**src/rtl/core/jpeg_native_scale_nearest_resampler_assert.svh**
```systemverilog
// Assertion macros shared by the resampler RTL
`ifndef JPEG_NATIVE_SCALE_NEAREST_RESAMPLER_ASSERT_SVH
`define JPEG_NATIVE_SCALE_NEAREST_RESAMPLER_ASSERT_SVH

// same-cycle implication, disabled while reset is asserted
`define JNSR_ASSERT_IMP(lbl, clk, rst_n, ante, cons, msg) \
    lbl: assert property (@(posedge clk) disable iff (!rst_n) (ante) |-> (cons)) \
        else $error(msg);

// next-cycle implication, disabled while reset is asserted
`define JNSR_ASSERT_NXT(lbl, clk, rst_n, ante, cons, msg) \
    lbl: assert property (@(posedge clk) disable iff (!rst_n) (ante) |=> (cons)) \
        else $error(msg);

`endif

```
**src/rtl/core/jnsr_pkg.sv**
```systemverilog
// Shared types and constants of the native-scale nearest resampler
package jnsr_pkg;

    localparam int unsigned DIM_W  = 16;
    localparam int unsigned TGT_W  = 13;
    localparam int unsigned ADDR_W = 24;
    localparam int unsigned PIX_W  = 16;
    localparam int unsigned PROD_W = DIM_W + TGT_W;
    localparam int unsigned NUM_W  = PROD_W + 2;
    localparam int unsigned DEN_W  = DIM_W + 1;
    localparam int unsigned QUO_W  = TGT_W;
    localparam int unsigned DSH_W  = DEN_W + QUO_W - 1;
    localparam int unsigned CNT_W  = $clog2(QUO_W);

    localparam logic [TGT_W-1:0] MAX_TARGET_DIM = 13'd4096;

    localparam logic [1:0] CFG_SOURCE_WIDTH  = 2'd0;
    localparam logic [1:0] CFG_SOURCE_HEIGHT = 2'd1;
    localparam logic [1:0] CFG_TARGET_WIDTH  = 2'd2;
    localparam logic [1:0] CFG_TARGET_HEIGHT = 2'd3;

    localparam logic REQ_FRAME = 1'b0;
    localparam logic REQ_PIXEL = 1'b1;

    localparam logic KIND_REPORT = 1'b0;
    localparam logic KIND_WRITE  = 1'b1;

    localparam logic [1:0] SCALE_FULL    = 2'd0;
    localparam logic [1:0] SCALE_HALF    = 2'd1;
    localparam logic [1:0] SCALE_QUARTER = 2'd2;
    localparam logic [1:0] SCALE_EIGHTH  = 2'd3;

    localparam logic [1:0] MUL_SPAN  = 2'd0;
    localparam logic [1:0] MUL_TOTAL = 2'd1;
    localparam logic [1:0] MUL_BASE  = 2'd2;

    // span bounds: first target index of p, first target index of p+1
    localparam logic [1:0] PH_X_FIRST = 2'd0;
    localparam logic [1:0] PH_X_END   = 2'd1;
    localparam logic [1:0] PH_Y_FIRST = 2'd2;
    localparam logic [1:0] PH_Y_END   = 2'd3;

    typedef struct packed {
        logic             req_type;
        logic [DIM_W-1:0] pixel_x;
        logic [DIM_W-1:0] pixel_y;
        logic [PIX_W-1:0] pixel_value;
    } t_in_item;

    typedef struct packed {
        logic              result_kind;
        logic [1:0]        scale_code;
        logic [DIM_W-1:0]  decoded_width_out;
        logic [DIM_W-1:0]  decoded_height_out;
        logic [ADDR_W-1:0] target_address;
        logic [PIX_W-1:0]  pixel_out;
        logic              last;
        logic              truncated;
    } t_out_item;

    typedef struct packed {
        logic       load_in;
        logic       set_scale;
        logic       push_report;
        logic       mul_en;
        logic [1:0] mul_sel;
        logic       div_start;
        logic       store_q;
        logic [1:0] phase;
        logic       set_emit;
        logic       init_addr;
        logic       push_write;
    } t_cmd;

    typedef struct packed {
        logic out_free;
        logic drop;
        logic div_done;
        logic total_zero;
        logic last_write;
    } t_status;

endpackage

```
**src/rtl/core/jnsr_div.sv**
```systemverilog
// Restoring divider, one quotient bit per cycle
module jnsr_div (
    input  logic                          i_clk,
    input  logic                          i_rst_n,
    input  logic                          i_start,
    input  logic [jnsr_pkg::NUM_W-1:0]    i_num,
    input  logic [jnsr_pkg::DEN_W-1:0]    i_den,
    output logic                          o_done,
    output logic [jnsr_pkg::QUO_W-1:0]    o_quot
);

    logic [jnsr_pkg::NUM_W-1:0] r_rem;
    logic [jnsr_pkg::DSH_W-1:0] r_dsh;
    logic [jnsr_pkg::QUO_W-1:0] r_quot;
    logic [jnsr_pkg::CNT_W-1:0] r_cnt;
    logic                       r_busy;
    logic                       r_done;

    logic [jnsr_pkg::NUM_W-1:0] w_dsh_ext;
    logic                       w_ge;

    assign w_dsh_ext = {{(jnsr_pkg::NUM_W - jnsr_pkg::DSH_W){1'b0}}, r_dsh};
    assign w_ge      = (r_rem >= w_dsh_ext);

    always_ff @(posedge i_clk) begin
        if (!i_rst_n) begin
            r_busy <= 1'b0;
            r_done <= 1'b0;
        end else begin
            r_done <= 1'b0;
            if (i_start) begin
                r_busy <= 1'b1;
            end else if (r_busy && (r_cnt == '0)) begin
                r_busy <= 1'b0;
                r_done <= 1'b1;
            end
        end
    end

    always_ff @(posedge i_clk) begin
        if (i_start) begin
            r_rem  <= i_num;
            r_dsh  <= {i_den, {(jnsr_pkg::QUO_W - 1){1'b0}}};
            r_quot <= '0;
            r_cnt  <= jnsr_pkg::CNT_W'(jnsr_pkg::QUO_W - 1);
        end else if (r_busy) begin
            if (w_ge) begin
                r_rem <= r_rem - w_dsh_ext;
            end
            r_quot <= {r_quot[jnsr_pkg::QUO_W-2:0], w_ge};
            r_dsh  <= r_dsh >> 1;
            r_cnt  <= r_cnt - jnsr_pkg::CNT_W'(1);
        end
    end

    assign o_done = r_done;
    assign o_quot = r_quot;

endmodule

```
**src/rtl/core/jnsr_ctrl.sv**
```systemverilog
// Sequencer for frame reports, span divisions and write beats
`include "jpeg_native_scale_nearest_resampler_assert.svh"

module jnsr_ctrl (
    input  logic              i_clk,
    input  logic              i_rst_n,
    input  logic              i_in_valid,
    input  logic              i_req_type,
    output logic              o_in_ready,
    input  jnsr_pkg::t_status i_status,
    output jnsr_pkg::t_cmd    o_cmd
);

    localparam logic [3:0] S_IDLE   = 4'd0;
    localparam logic [3:0] S_SCALE  = 4'd1;
    localparam logic [3:0] S_REPORT = 4'd2;
    localparam logic [3:0] S_CHECK  = 4'd3;
    localparam logic [3:0] S_MUL    = 4'd4;
    localparam logic [3:0] S_DIV    = 4'd5;
    localparam logic [3:0] S_WAIT   = 4'd6;
    localparam logic [3:0] S_TOTAL  = 4'd7;
    localparam logic [3:0] S_TRUNC  = 4'd8;
    localparam logic [3:0] S_BASE   = 4'd9;
    localparam logic [3:0] S_ADDR   = 4'd10;
    localparam logic [3:0] S_WRITE  = 4'd11;

    logic [3:0] r_state;
    logic [3:0] n_state;
    logic [1:0] r_phase;
    logic [1:0] n_phase;

    jnsr_pkg::t_cmd w_cmd;
    logic           w_ready;

    always_comb begin
        w_cmd       = '0;
        w_cmd.phase = r_phase;
        w_ready     = 1'b0;
        n_state     = r_state;
        n_phase     = r_phase;
        case (r_state)
            S_IDLE: begin
                w_ready = 1'b1;
                if (i_in_valid) begin
                    w_cmd.load_in = 1'b1;
                    n_state = (i_req_type == jnsr_pkg::REQ_FRAME) ? S_SCALE : S_CHECK;
                end
            end
            S_SCALE: begin
                w_cmd.set_scale = 1'b1;
                n_state = S_REPORT;
            end
            S_REPORT: begin
                if (i_status.out_free) begin
                    w_cmd.push_report = 1'b1;
                    n_state = S_IDLE;
                end
            end
            S_CHECK: begin
                if (i_status.drop) begin
                    n_state = S_IDLE;
                end else begin
                    n_phase = jnsr_pkg::PH_X_FIRST;
                    n_state = S_MUL;
                end
            end
            S_MUL: begin
                w_cmd.mul_en  = 1'b1;
                w_cmd.mul_sel = jnsr_pkg::MUL_SPAN;
                n_state = S_DIV;
            end
            S_DIV: begin
                w_cmd.div_start = 1'b1;
                n_state = S_WAIT;
            end
            S_WAIT: begin
                if (i_status.div_done) begin
                    w_cmd.store_q = 1'b1;
                    if (r_phase == jnsr_pkg::PH_Y_END) begin
                        n_state = S_TOTAL;
                    end else begin
                        n_phase = r_phase + 2'd1;
                        n_state = S_MUL;
                    end
                end
            end
            S_TOTAL: begin
                w_cmd.mul_en  = 1'b1;
                w_cmd.mul_sel = jnsr_pkg::MUL_TOTAL;
                n_state = S_TRUNC;
            end
            S_TRUNC: begin
                w_cmd.set_emit = 1'b1;
                n_state = i_status.total_zero ? S_IDLE : S_BASE;
            end
            S_BASE: begin
                w_cmd.mul_en  = 1'b1;
                w_cmd.mul_sel = jnsr_pkg::MUL_BASE;
                n_state = S_ADDR;
            end
            S_ADDR: begin
                w_cmd.init_addr = 1'b1;
                n_state = S_WRITE;
            end
            S_WRITE: begin
                if (i_status.out_free) begin
                    w_cmd.push_write = 1'b1;
                    if (i_status.last_write) begin
                        n_state = S_IDLE;
                    end
                end
            end
            default: begin
                n_state = S_IDLE;
            end
        endcase
    end

    always_ff @(posedge i_clk) begin
        if (!i_rst_n) begin
            r_state <= S_IDLE;
            r_phase <= jnsr_pkg::PH_X_FIRST;
        end else begin
            r_state <= n_state;
            r_phase <= n_phase;
        end
    end

    assign o_cmd      = w_cmd;
    assign o_in_ready = w_ready;

    `JNSR_ASSERT_IMP(a_push_has_room, i_clk, i_rst_n, o_cmd.push_write || o_cmd.push_report, i_status.out_free, "beat pushed into a full output register")
    `JNSR_ASSERT_NXT(a_busy_after_accept, i_clk, i_rst_n, i_in_valid && o_in_ready, !o_in_ready, "ready held high after an accepted beat")
    `JNSR_ASSERT_NXT(a_div_not_instant, i_clk, i_rst_n, o_cmd.div_start, !i_status.div_done, "divider finished one cycle after start")

endmodule

```
**src/rtl/core/jnsr_dp.sv**
```systemverilog
// Datapath: config, decoded size, span math, address walk and output register
`include "jpeg_native_scale_nearest_resampler_assert.svh"

module jnsr_dp #(
    parameter int unsigned MAX_WRITES_PER_PIXEL = 64
) (
    input  logic                          i_clk,
    input  logic                          i_rst_n,
    input  jnsr_pkg::t_cmd                i_cmd,
    output jnsr_pkg::t_status             o_status,
    input  jnsr_pkg::t_in_item            i_in_data,
    input  logic                          i_cfg_we,
    input  logic [1:0]                    i_cfg_idx,
    input  logic [jnsr_pkg::DIM_W-1:0]    i_cfg_data,
    output logic                          o_out_valid,
    input  logic                          i_out_ready,
    output jnsr_pkg::t_out_item           o_out_data
);

    localparam int unsigned KW = $clog2(MAX_WRITES_PER_PIXEL + 1);

    localparam int unsigned DW = jnsr_pkg::DIM_W;
    localparam int unsigned TW = jnsr_pkg::TGT_W;
    localparam int unsigned QW = jnsr_pkg::QUO_W;
    localparam int unsigned AW = jnsr_pkg::ADDR_W;
    localparam int unsigned PW = jnsr_pkg::PROD_W;

    function automatic logic [TW-1:0] fix_target(input logic [TW-1:0] t);
        logic [TW-1:0] r;
        r = t;
        if (t == '0) begin
            r = TW'(1);
        end else if (t > jnsr_pkg::MAX_TARGET_DIM) begin
            r = jnsr_pkg::MAX_TARGET_DIM;
        end
        return r;
    endfunction

    // configuration
    logic [DW-1:0] r_sw, r_sh;
    logic [TW-1:0] r_tw, r_th;

    // frame state
    logic [DW-1:0] r_dw, r_dh;
    logic [1:0]    r_scale;

    // item and span working registers
    logic [DW-1:0]               r_px, r_py;
    logic [jnsr_pkg::PIX_W-1:0]  r_pv;
    logic [PW-1:0]               r_prod;
    logic [QW-1:0]               r_x0, r_x1, r_y0, r_y1;
    logic [QW-1:0]               r_xi;
    logic [KW-1:0]               r_k, r_emit;
    logic                        r_trunc;
    logic [AW-1:0]               r_addr, r_row;

    logic                        r_o_valid;
    jnsr_pkg::t_out_item         r_o;

    // fixed-up sizes
    logic [DW-1:0] w_sw, w_sh;
    logic [TW-1:0] w_tw, w_th;
    logic [DW-1:0] w_tw16, w_th16;
    logic [DW:0]   w_sum_w8, w_sum_w4, w_sum_w2, w_sum_h8, w_sum_h4, w_sum_h2;
    logic [DW-1:0] w_w8, w_w4, w_w2, w_h8, w_h4, w_h2;
    logic          w_fit8, w_fit4, w_fit2;

    // span math
    logic          w_is_y, w_is_end;
    logic [DW-1:0] w_p_base, w_p, w_d;
    logic [TW-1:0] w_t;
    logic [DW-1:0] w_mul_a;
    logic [TW-1:0] w_mul_b;
    logic [PW-1:0] w_mul;
    logic [jnsr_pkg::NUM_W-1:0] w_num;
    logic [jnsr_pkg::DEN_W-1:0] w_den;
    logic          w_div_done;
    logic [QW-1:0] w_quot;
    logic [QW-1:0] w_nx, w_ny;
    logic          w_trunc;
    logic          w_last_write;
    logic          w_row_end;
    logic [AW-1:0] w_start, w_tw_a;
    logic          w_out_free;

    assign w_sw   = (r_sw == '0) ? DW'(1) : r_sw;
    assign w_sh   = (r_sh == '0) ? DW'(1) : r_sh;
    assign w_tw   = fix_target(r_tw);
    assign w_th   = fix_target(r_th);
    assign w_tw16 = {{(DW - TW){1'b0}}, w_tw};
    assign w_th16 = {{(DW - TW){1'b0}}, w_th};

    // ceil(s / 2^k) as add then shift
    assign w_sum_w8 = {1'b0, w_sw} + 17'd7;
    assign w_sum_w4 = {1'b0, w_sw} + 17'd3;
    assign w_sum_w2 = {1'b0, w_sw} + 17'd1;
    assign w_sum_h8 = {1'b0, w_sh} + 17'd7;
    assign w_sum_h4 = {1'b0, w_sh} + 17'd3;
    assign w_sum_h2 = {1'b0, w_sh} + 17'd1;
    assign w_w8 = {2'b00, w_sum_w8[DW:3]};
    assign w_w4 = {1'b0, w_sum_w4[DW:2]};
    assign w_w2 = w_sum_w2[DW:1];
    assign w_h8 = {2'b00, w_sum_h8[DW:3]};
    assign w_h4 = {1'b0, w_sum_h4[DW:2]};
    assign w_h2 = w_sum_h2[DW:1];
    assign w_fit8 = (w_w8 >= w_tw16) && (w_h8 >= w_th16);
    assign w_fit4 = (w_w4 >= w_tw16) && (w_h4 >= w_th16);
    assign w_fit2 = (w_w2 >= w_tw16) && (w_h2 >= w_th16);

    // first target index sampling p is floor((2*T*p + D - 1) / (2*D))
    assign w_is_y   = (i_cmd.phase == jnsr_pkg::PH_Y_FIRST) ||
                      (i_cmd.phase == jnsr_pkg::PH_Y_END);
    assign w_is_end = (i_cmd.phase == jnsr_pkg::PH_X_END) ||
                      (i_cmd.phase == jnsr_pkg::PH_Y_END);
    assign w_p_base = w_is_y ? r_py : r_px;
    assign w_p      = w_is_end ? (w_p_base + DW'(1)) : w_p_base;
    assign w_d      = w_is_y ? r_dh : r_dw;
    assign w_t      = w_is_y ? w_th : w_tw;

    assign w_nx = r_x1 - r_x0;
    assign w_ny = r_y1 - r_y0;

    always_comb begin
        case (i_cmd.mul_sel)
            jnsr_pkg::MUL_SPAN: begin
                w_mul_a = w_p;
                w_mul_b = w_t;
            end
            jnsr_pkg::MUL_TOTAL: begin
                w_mul_a = {{(DW - QW){1'b0}}, w_nx};
                w_mul_b = w_ny;
            end
            jnsr_pkg::MUL_BASE: begin
                w_mul_a = {{(DW - QW){1'b0}}, r_y0};
                w_mul_b = w_tw;
            end
            default: begin
                w_mul_a = '0;
                w_mul_b = '0;
            end
        endcase
    end

    assign w_mul = {{(PW - DW){1'b0}}, w_mul_a} * {{(PW - TW){1'b0}}, w_mul_b};
    assign w_num = {1'b0, r_prod, 1'b0} + {{(jnsr_pkg::NUM_W - DW){1'b0}}, w_d}
                   - jnsr_pkg::NUM_W'(1);
    assign w_den = {w_d, 1'b0};

    jnsr_div u_div (
        .i_clk   (i_clk),
        .i_rst_n (i_rst_n),
        .i_start (i_cmd.div_start),
        .i_num   (w_num),
        .i_den   (w_den),
        .o_done  (w_div_done),
        .o_quot  (w_quot)
    );

    assign w_trunc      = (r_prod > PW'(MAX_WRITES_PER_PIXEL));
    assign w_last_write = ((r_k + KW'(1)) == r_emit);
    assign w_row_end    = ((r_xi + QW'(1)) == w_nx);
    assign w_tw_a       = {{(AW - TW){1'b0}}, w_tw};
    assign w_start      = r_prod[AW-1:0] + {{(AW - QW){1'b0}}, r_x0};
    assign w_out_free   = !r_o_valid || i_out_ready;

    // configuration and frame state
    always_ff @(posedge i_clk) begin
        if (!i_rst_n) begin
            r_sw    <= DW'(1);
            r_sh    <= DW'(1);
            r_tw    <= TW'(1);
            r_th    <= TW'(1);
            r_dw    <= DW'(1);
            r_dh    <= DW'(1);
            r_scale <= jnsr_pkg::SCALE_FULL;
        end else begin
            if (i_cfg_we) begin
                case (i_cfg_idx)
                    jnsr_pkg::CFG_SOURCE_WIDTH:  r_sw <= i_cfg_data;
                    jnsr_pkg::CFG_SOURCE_HEIGHT: r_sh <= i_cfg_data;
                    jnsr_pkg::CFG_TARGET_WIDTH:  r_tw <= i_cfg_data[TW-1:0];
                    jnsr_pkg::CFG_TARGET_HEIGHT: r_th <= i_cfg_data[TW-1:0];
                    default: begin
                    end
                endcase
            end
            if (i_cmd.set_scale) begin
                // coarsest native scale that still covers the target
                if (w_fit8) begin
                    r_scale <= jnsr_pkg::SCALE_EIGHTH;
                    r_dw    <= w_w8;
                    r_dh    <= w_h8;
                end else if (w_fit4) begin
                    r_scale <= jnsr_pkg::SCALE_QUARTER;
                    r_dw    <= w_w4;
                    r_dh    <= w_h4;
                end else if (w_fit2) begin
                    r_scale <= jnsr_pkg::SCALE_HALF;
                    r_dw    <= w_w2;
                    r_dh    <= w_h2;
                end else begin
                    r_scale <= jnsr_pkg::SCALE_FULL;
                    r_dw    <= w_sw;
                    r_dh    <= w_sh;
                end
            end
        end
    end

    // item working registers
    always_ff @(posedge i_clk) begin
        if (i_cmd.load_in) begin
            r_px <= i_in_data.pixel_x;
            r_py <= i_in_data.pixel_y;
            r_pv <= i_in_data.pixel_value;
        end
        if (i_cmd.mul_en) begin
            r_prod <= w_mul;
        end
        if (i_cmd.store_q) begin
            case (i_cmd.phase)
                jnsr_pkg::PH_X_FIRST: r_x0 <= w_quot;
                jnsr_pkg::PH_X_END:   r_x1 <= w_quot;
                jnsr_pkg::PH_Y_FIRST: r_y0 <= w_quot;
                jnsr_pkg::PH_Y_END:   r_y1 <= w_quot;
                default: begin
                end
            endcase
        end
        if (i_cmd.set_emit) begin
            r_trunc <= w_trunc;
            r_emit  <= w_trunc ? KW'(MAX_WRITES_PER_PIXEL) : r_prod[KW-1:0];
        end
        if (i_cmd.init_addr) begin
            r_addr <= w_start;
            r_row  <= w_start;
            r_xi   <= '0;
            r_k    <= '0;
        end else if (i_cmd.push_write) begin
            r_k <= r_k + KW'(1);
            if (w_row_end) begin
                r_xi   <= '0;
                r_row  <= r_row + w_tw_a;
                r_addr <= r_row + w_tw_a;
            end else begin
                r_xi   <= r_xi + QW'(1);
                r_addr <= r_addr + AW'(1);
            end
        end
    end

    // output register
    always_ff @(posedge i_clk) begin
        if (!i_rst_n) begin
            r_o_valid <= 1'b0;
        end else if (i_cmd.push_report || i_cmd.push_write) begin
            r_o_valid <= 1'b1;
        end else if (i_out_ready) begin
            r_o_valid <= 1'b0;
        end
    end

    always_ff @(posedge i_clk) begin
        if (i_cmd.push_report) begin
            r_o.result_kind        <= jnsr_pkg::KIND_REPORT;
            r_o.scale_code         <= r_scale;
            r_o.decoded_width_out  <= r_dw;
            r_o.decoded_height_out <= r_dh;
            r_o.target_address     <= '0;
            r_o.pixel_out          <= '0;
            r_o.last               <= 1'b1;
            r_o.truncated          <= 1'b0;
        end else if (i_cmd.push_write) begin
            r_o.result_kind        <= jnsr_pkg::KIND_WRITE;
            r_o.scale_code         <= r_scale;
            r_o.decoded_width_out  <= r_dw;
            r_o.decoded_height_out <= r_dh;
            r_o.target_address     <= r_addr;
            r_o.pixel_out          <= r_pv;
            r_o.last               <= w_last_write;
            r_o.truncated          <= r_trunc;
        end
    end

    assign o_status.out_free   = w_out_free;
    assign o_status.drop       = (r_px >= r_dw) || (r_py >= r_dh);
    assign o_status.div_done   = w_div_done;
    assign o_status.total_zero = (r_prod == '0);
    assign o_status.last_write = w_last_write;

    assign o_out_valid = r_o_valid;
    assign o_out_data  = r_o;

    `JNSR_ASSERT_IMP(a_write_count_in_range, i_clk, i_rst_n, i_cmd.push_write, r_k < r_emit, "write beat beyond the emit count")
    `JNSR_ASSERT_IMP(a_column_in_span, i_clk, i_rst_n, i_cmd.push_write, r_xi < w_nx, "column walk left the span")
    `JNSR_ASSERT_IMP(a_span_within_target, i_clk, i_rst_n, i_cmd.store_q, w_quot <= w_t, "span bound beyond target size")

endmodule

```
**src/rtl/core/jpeg_native_scale_nearest_resampler.sv**
```systemverilog
// Frame-start scale pick and JPEG pixel scatter into a nearest-neighbor target buffer
// Frame start: scale set, report pushed once the output register is free, then ready.
// Pixel: four runs of the 13-step span divider before the first write beat, then one
//   write per cycle while the sink takes beats.
// Dropped pixel (outside the decoded size): back to idle after the check state.
// Reset (i_rst_n low, synchronous): sizes 1, decoded size 1x1, full scale, no beat pending.
module jpeg_native_scale_nearest_resampler #(
    parameter int unsigned MAX_WRITES_PER_PIXEL = 64
) (
    input  logic                          i_clk,
    input  logic                          i_rst_n,
    input  logic                          i_in_valid,
    output logic                          o_in_ready,
    input  jnsr_pkg::t_in_item            i_in_data,
    output logic                          o_out_valid,
    input  logic                          i_out_ready,
    output jnsr_pkg::t_out_item           o_out_data,
    input  logic                          i_cfg_we,
    input  logic [1:0]                    i_cfg_idx,
    input  logic [jnsr_pkg::DIM_W-1:0]    i_cfg_data
);

    jnsr_pkg::t_cmd    w_cmd;
    jnsr_pkg::t_status w_status;

    jnsr_ctrl u_ctrl (
        .i_clk      (i_clk),
        .i_rst_n    (i_rst_n),
        .i_in_valid (i_in_valid),
        .i_req_type (i_in_data.req_type),
        .o_in_ready (o_in_ready),
        .i_status   (w_status),
        .o_cmd      (w_cmd)
    );

    jnsr_dp #(
        .MAX_WRITES_PER_PIXEL (MAX_WRITES_PER_PIXEL)
    ) u_dp (
        .i_clk       (i_clk),
        .i_rst_n     (i_rst_n),
        .i_cmd       (w_cmd),
        .o_status    (w_status),
        .i_in_data   (i_in_data),
        .i_cfg_we    (i_cfg_we),
        .i_cfg_idx   (i_cfg_idx),
        .i_cfg_data  (i_cfg_data),
        .o_out_valid (o_out_valid),
        .i_out_ready (i_out_ready),
        .o_out_data  (o_out_data)
    );

endmodule

```
**config.mk**
```make
export PLATFORM = sky130hd
export DESIGN_NAME = jpeg_native_scale_nearest_resampler
export DESIGN_NICKNAME = d
export VERILOG_FILES = /design/src/rtl/core/jnsr_pkg.sv /design/src/rtl/core/jnsr_div.sv /design/src/rtl/core/jnsr_ctrl.sv /design/src/rtl/core/jnsr_dp.sv /design/src/rtl/core/jpeg_native_scale_nearest_resampler.sv
export VERILOG_INCLUDE_DIRS = /design/src /design/src/rtl/core
export SDC_FILE = /design/constraint.sdc
export NUM_CORES = 2
export LEC_CHECK = 0
export ABC_AREA = 1
export ABC_CLOCK_PERIOD_IN_PS = 7250
export BUFFER_PORTS_ARGS = -buffer_cell sky130_fd_sc_hd__buf_4
export CORE_MARGIN = 2
export CORE_UTILIZATION = 40
export CTS_BUF_LIST = sky130_fd_sc_hd__clkbuf_2 sky130_fd_sc_hd__clkbuf_4 sky130_fd_sc_hd__clkbuf_8
export DETAILED_ROUTE_END_ITERATION = 10
export GPL_TIMING_DRIVEN = 0
export SLEW_MARGIN = 25
export SYNTH_ARGS = -nofsm -noshare
export SYNTH_HDL_FRONTEND = slang
export SYNTH_SLANG_ARGS = --single-unit
```
**constraint.sdc**
```tcl
create_clock -name i_clk -period 7.25 [get_ports i_clk]
set_input_delay 0.725 -clock i_clk [delete_from_list [all_inputs] [get_ports i_clk]]
set_output_delay 0.725 -clock i_clk [all_outputs]
set_load 0.03 [all_outputs]
```
# == Word level (Yosys, flattened, before mapping) ==
# Index checks and enable logic that the tools add are counted.
# totals
regBits,460
input_bits,72
output_inout_bits,79
wordCells,208
# classes
addsub,19
multipliers,1
order_cmp,12
n_eq_ne,28
muxes,67
n_bitwise,1
n_reduce_logical,41
# ops
op,n
two-way mux 16 bit,11
two-way mux 76 bit,2
two-way mux 24 bit,6
two-way mux 31 bit,3
two-way mux 13 bit,6
two-way mux 29 bit,2
adder 24 x 13 -> 24 bit,2
one-hot mux 16 bit (3 select lines),1
one-hot mux 4 bit (12 select lines),1
one-hot mux 13 bit (3 select lines),1
"adder 16 x 1 -> 17 bit, second input constant",2
"adder 16 x 2 -> 17 bit, second input constant",2
"adder 16 x 3 -> 17 bit, second input constant",2
greater-or-equal comparator 16 x 13 -> 1 bit,2
greater-or-equal comparator 16 bit,2
logical NOT 16 bit,2
adder 30 x 16 -> 31 bit,1
greater-or-equal comparator 31 x 29 -> 1 bit,1
"subtractor 31 x 1 -> 31 bit, second input constant",1
subtractor 31 x 29 -> 31 bit,1
greater-or-equal comparator 15 x 13 -> 1 bit,2
"> comparator 29 x 7 -> 1 bit, second input constant",1
logical NOT 29 bit,1
multiplier 16 x 13 -> 29 bit,1
37 further kinds,113

# == Longest topological paths before layout ==
# depth
word_depth,8
depth_mapped,39
mapped_depth_nobuf,39

# == Hierarchy ==
# From an unflattened synthesis, not the netlist that was laid out.
# hier_totals
cells_unflattened,5264
hier_area_um2,39080.0
# modules_own_cells
mod,instances,cells_per_inst,area_each_um2
jnsr_dp,1,4378,33161.8
jnsr_div,1,792,5387.7
jnsr_ctrl,1,94,530.5

# == Worst setup path before layout ==
# No wires, ideal clock.
# synth_path
path_type,register -> register
from,reg u_ctrl.r_phase[0]
to,"reg u_dp.r_prod[26], data pin"
setup_ns,0.264
t_arrival_ns,6.534
t_required_ns,6.986
path_slack_ns,0.452
path_stages_with_launch,37
period_less_slack_ns,6.798
cell_sequence,dfxtp_1 inv_1 ha_1 nor2_4 buf_6 o21ai_1 inv_1 ha_1 nand2_1 nor2_1 nand3_2 nor2_1 nand4_1 nor2_1 nand2_1 nor2_2 xnor2_1 nand2_2 inv_2 nand2_1 fa_1 inv_1 fa_1 fa_1 fa_1 inv_1 fa_1 inv_1 ha_1 nand2_1 nor4_1 nand4_1 nand3_1 nand3_1 nand2_1 a31oi_1 xor2_1
# synth_between
elab_chain_cells,7
# synth_rtl
element,line,text
"start, declared",jnsr_ctrl.sv:29,logic [1:0] r_phase;
"start signal, assigned",jnsr_ctrl.sv:122,r_phase <= jnsr_pkg::PH_X_FIRST;
"start signal, assigned",jnsr_ctrl.sv:125,r_phase <= n_phase;
equality test 2 bit (on tied branches),"jnsr_dp.sv:111, jnsr_dp.sv:112, jnsr_dp.sv:114",
logical OR 1 bit,jnsr_dp.sv:111,assign w_is_y = (i_cmd.phase == jnsr_pkg::PH_Y_FIRST) ||
two-way mux 16 bit,jnsr_dp.sv:115,assign w_p_base = w_is_y ? r_py : r_px;
adder 16 x 1 -> 16 bit,jnsr_dp.sv:116,assign w_p = w_is_end ? (w_p_base + DW'(1)) : w_p_base;
two-way mux 16 bit,jnsr_dp.sv:116,
one-hot mux 16 bit (3 select lines),jnsr_dp.sv:124,case (i_cmd.mul_sel)
multiplier 16 x 13 -> 29 bit (*),jnsr_dp.sv:144,"assign w_mul = {{(PW - DW){1'b0}}, w_mul_a} * {{(PW - TW){1'b0}}, w_mul_b};"
via u_dp.w_mul[26],jnsr_dp.sv:74,logic [PW-1:0] w_mul;
"end signal, assigned",jnsr_dp.sv:218,r_prod <= w_mul;
"end, declared",jnsr_dp.sv:50,logic [PW-1:0] r_prod;
# The timed path passes the listed nets; every way through them passes the cells marked *.
# A chain may end at the register's enable or synchronous reset.

# == Worst setup path in the final report ==
# layout_path
from,reg u_ctrl.r_phase[0]
to,"reg u_dp.r_prod[24], data pin"
# The elaborated chain is that of the path after synthesis.

==> results.md <==
- Die Ht: 313.0 um
- Final worst path period need: 7.054 ns
- Combinational Power Share: 37.1%
- Vias in the first global route: 33.28k
- Depth of the CTS H-tree: 3
- WP data arrival: 7.57 ns
- Post-DP HPWL: between 100,000 and 150,000 um
- Slew HR: a little over a third
- Net switching power: 3452 uW
- IO Pins: 151
- Clk sinks: 460
- Clock skew: ~0.039 ns
- Setup TNS: 0 ns
- Vias post-DR: 34.58k
- Final setup viols: 0
- Clk root buf: clkbuf_8
- Crit path capture type: flop
- # rows: 113
- Clk Latency, worst-skew pair: slightly above 0.7 ns
- RSZ-0062 raised after global routing: true
- MaxCap Viol Count: 0
- Post-Syn Instances: around 5.0k
- CTS clk-pin slew, worst paths: 0.06 ns
- Hold Fails Final Rpt: 0
- Clock share of power: 29.9%
- PortBufs: 149
- Drt via density: 5.188
- Global route overflow: 0
- Die area: a little under 100,000 sq um
- Worst-path fanout max: 6
- Int Power: 5710 uW
- Syn Nets: 5,605
- Top cells by count, synth: nand2_1 (1,094), inv_1 (834), nor2_1 (413), a21oi_1 (386), ha_1 (342)
- Library cells used by synthesis: 61
- Final wirelength: ~130,000 um
- Global-route wire length before repair: 195,500 um
- Worst path most repeated cell: fa_1
- CTS tree: built
- Area grow syn2layout: 15.79%
- Wire per inst: between 15 and 20 um
- Initial drt markers: roughly 2.9k
- Leakage power: approximately 0.021 uW
- Final Core Density: 46.63%
- Critical path startpoint category: flop
- Peak VDD IR: ~0.12 mV
- Crit Path Class: reg -> reg
- Period Utilization, post-route: 97.30%
- Total track usage: 25.98%
- Pre-Repair DR Iteration Count: 6
- Sequential area share after synthesis: 31.08%
- FFs w/ async S/R, synth: 0%
- Sequential power share: 33.0%
- Slowest stage cell on the critical path: fa_1
- Final nets: 5,901
- Worst Path Required: 7.76 ns
- EDFF count, synth: about 270
- Clock buffer depth: 3
- Least-Margin Pin Slew: 0.9557 ns
- Count leader, synth: nand2_1
- Max-slew violation count: 0
- Tot Pwr: 9163 uW
- Largest net degree at the start of global routing: 28
- Synth area leaders: edfxtp_1 (21%), ha_1 (11%), nand2_1 (11%), dfxtp_1 (10%), fa_1 (8.4%)
- Die W: 313.0 um
- P per Cell Area: 207.1 nW/um^2
- Switching share of total power: 37.68%
- # DRC: 0
- Outcome: finished, final reports clean
- Routability cong.: 0.9783
- DRT antenna net count: 0
- Top cell type's share of synthesized area: 20.91%
- Synth area leader: edfxtp_1
- Initial Util: 40.27%
- Num CTS Buffers: 83
- Slowest stage delay, CP: 0.54 ns
- Worst min-delay path category: in -> reg
- Fmax: 141.8 MHz
- Layout cells sized above 1: 12.63%
- Yosys reg bits: 460
- Core area: 94,870 sq um
- Ys flop type: edfxtp_1
- Yosys warns: 0
- Post-Syn Area per Cell: 7.593 sq um
- Initial antenna violation count: 5
- Netlist Area Pre-Place: 38,200 sq um
power by group through the flow:
stage          sequential [uW]  combinational [uW]  clock [uW]
6_report                  3020                3400        2740
3_3_place_gp              3080                2960           0
2_1_floorplan             3070                2040           0
3_5_place_dp              3070                3010           0
4_1_cts                   3020                3180        2780
5_1_grt                   3030                3750        2890
stage by stage:
| step | setup slack [ns] | cells | instance area [sq um] | hold slack, ns |
|---|---|---|---|---|
| 2_1_floorplan | 0.4525 | 5031 | 38200 | 0.4405 |
| 3_3_place_gp | -1.214 | 6445 | 40900 | 0.4492 |
| 3_5_place_dp | -1.233 | 6453 | 41140 | 0.4547 |
| 4_1_cts | -0.01936 | 6638 | 43670 | 0.1376 |
| 5_1_grt | -0.1270 | 6663 | 44230 | 0.1520 |
| 6_report | 0.1956 | 6665 | 44230 | 0.1957 |
worst paths after layout:
kind,start,to,slack (ns),cells past startpoint
max reg2reg,u_ctrl.r_phase[0]$_SDFFE_PN0P_,u_dp.r_prod[24]$_DFFE_PP_,0.20,37
max,u_ctrl.r_phase[0]$_SDFFE_PN0P_,u_dp.r_prod[24]$_DFFE_PP_,0.20,37
min,i_in_data[14],u_dp.r_pv[14]$_DFFE_PP_,0.20,1
min reg2reg,u_dp.o_out_data[76]$_SDFFE_PP0P_,u_dp.o_out_data[76]$_SDFFE_PP0P_,0.46,1
sequential cells by signal, summed over array words and instances (netlist names), 16 cells and up:
register	count
u_dp.o_out_data	77
u_dp.r_addr	24
u_dp.r_dh	16
u_dp.r_dw	16
u_dp.r_prod	29
u_dp.r_pv	16
u_dp.r_px	16
u_dp.r_py	16
u_dp.r_row	24
u_dp.r_sh	16
u_dp.r_sw	16
u_dp.u_div.r_dsh	29
u_dp.u_div.r_rem	31
critical path, delay by kind of cell, from the launching register on:
family / cells / cell delay [ns]
adders and majority gates: 8 / 3.16
and+or+nand+nor: 18 / 2.33
buffers and inverters: 8 / 0.63
DFF: 1 / 0.38
xor gates and xnor gates: 2 / 0.33
AOI/OAI and AO/OA: 1 / 0.06
per-layer routing:
metal | up-vias | share of wire (%) | track usage [%]
met2 | 1200 | 46 | 43.51
met5 | - | 0.0092 | 0
met4 | 2 | 3.6 | 8.776
met3 | 240 | 6.5 | 4.023
met1 | 16220 | 44 | 34.20
li1 | 16920 | - | -
area by class of cell:
class	count	area [sq um]
inverter	879	3328
buffer	142	734.5
multi-input combinational	3550	23100
clock buffer	133	1637
timing repair buffer	211	1742
antenna	2	5.005
fill	9546	50640
sequential	460	11880
clock inverter	23	229.0
tap	1265	1583
layout by cell type (no fill, tap or decap), drive strengths merged, types with 194 or more instances in the layout:
master     n
nand2   1115
inv      862
nor2     445
a21oi    398
o21ai    372
ha       342
buf      275
edfxtp   266
nand3    245
clkbuf   211
dfxtp    194
repair_timing:
item	4_1_cts	5_1_grt
setup buffers	29	25
hold buffers	0	0
gates resized for setup	89	95
pin swaps	27	54
setup endpoints to repair	17	14
kinds of logic (layout without fill, tap and decap cells):
family                     after synthesis  in the layout  share of synthesized area (%)
adders and majority gates              502            502                          19.59
and+or+nand+nor                       1948           1948                          21.43
xor gates and xnor gates               182            182                          4.173
other                                    0              2                              0
muxes                                    2              2                        0.05241
buffers and inverters                 1021           1388                          10.51
AOI/OAI and AO/OA                      916            916                          13.17
DFF                                    460            460                          31.08
(Power assumes the default switching activity.)
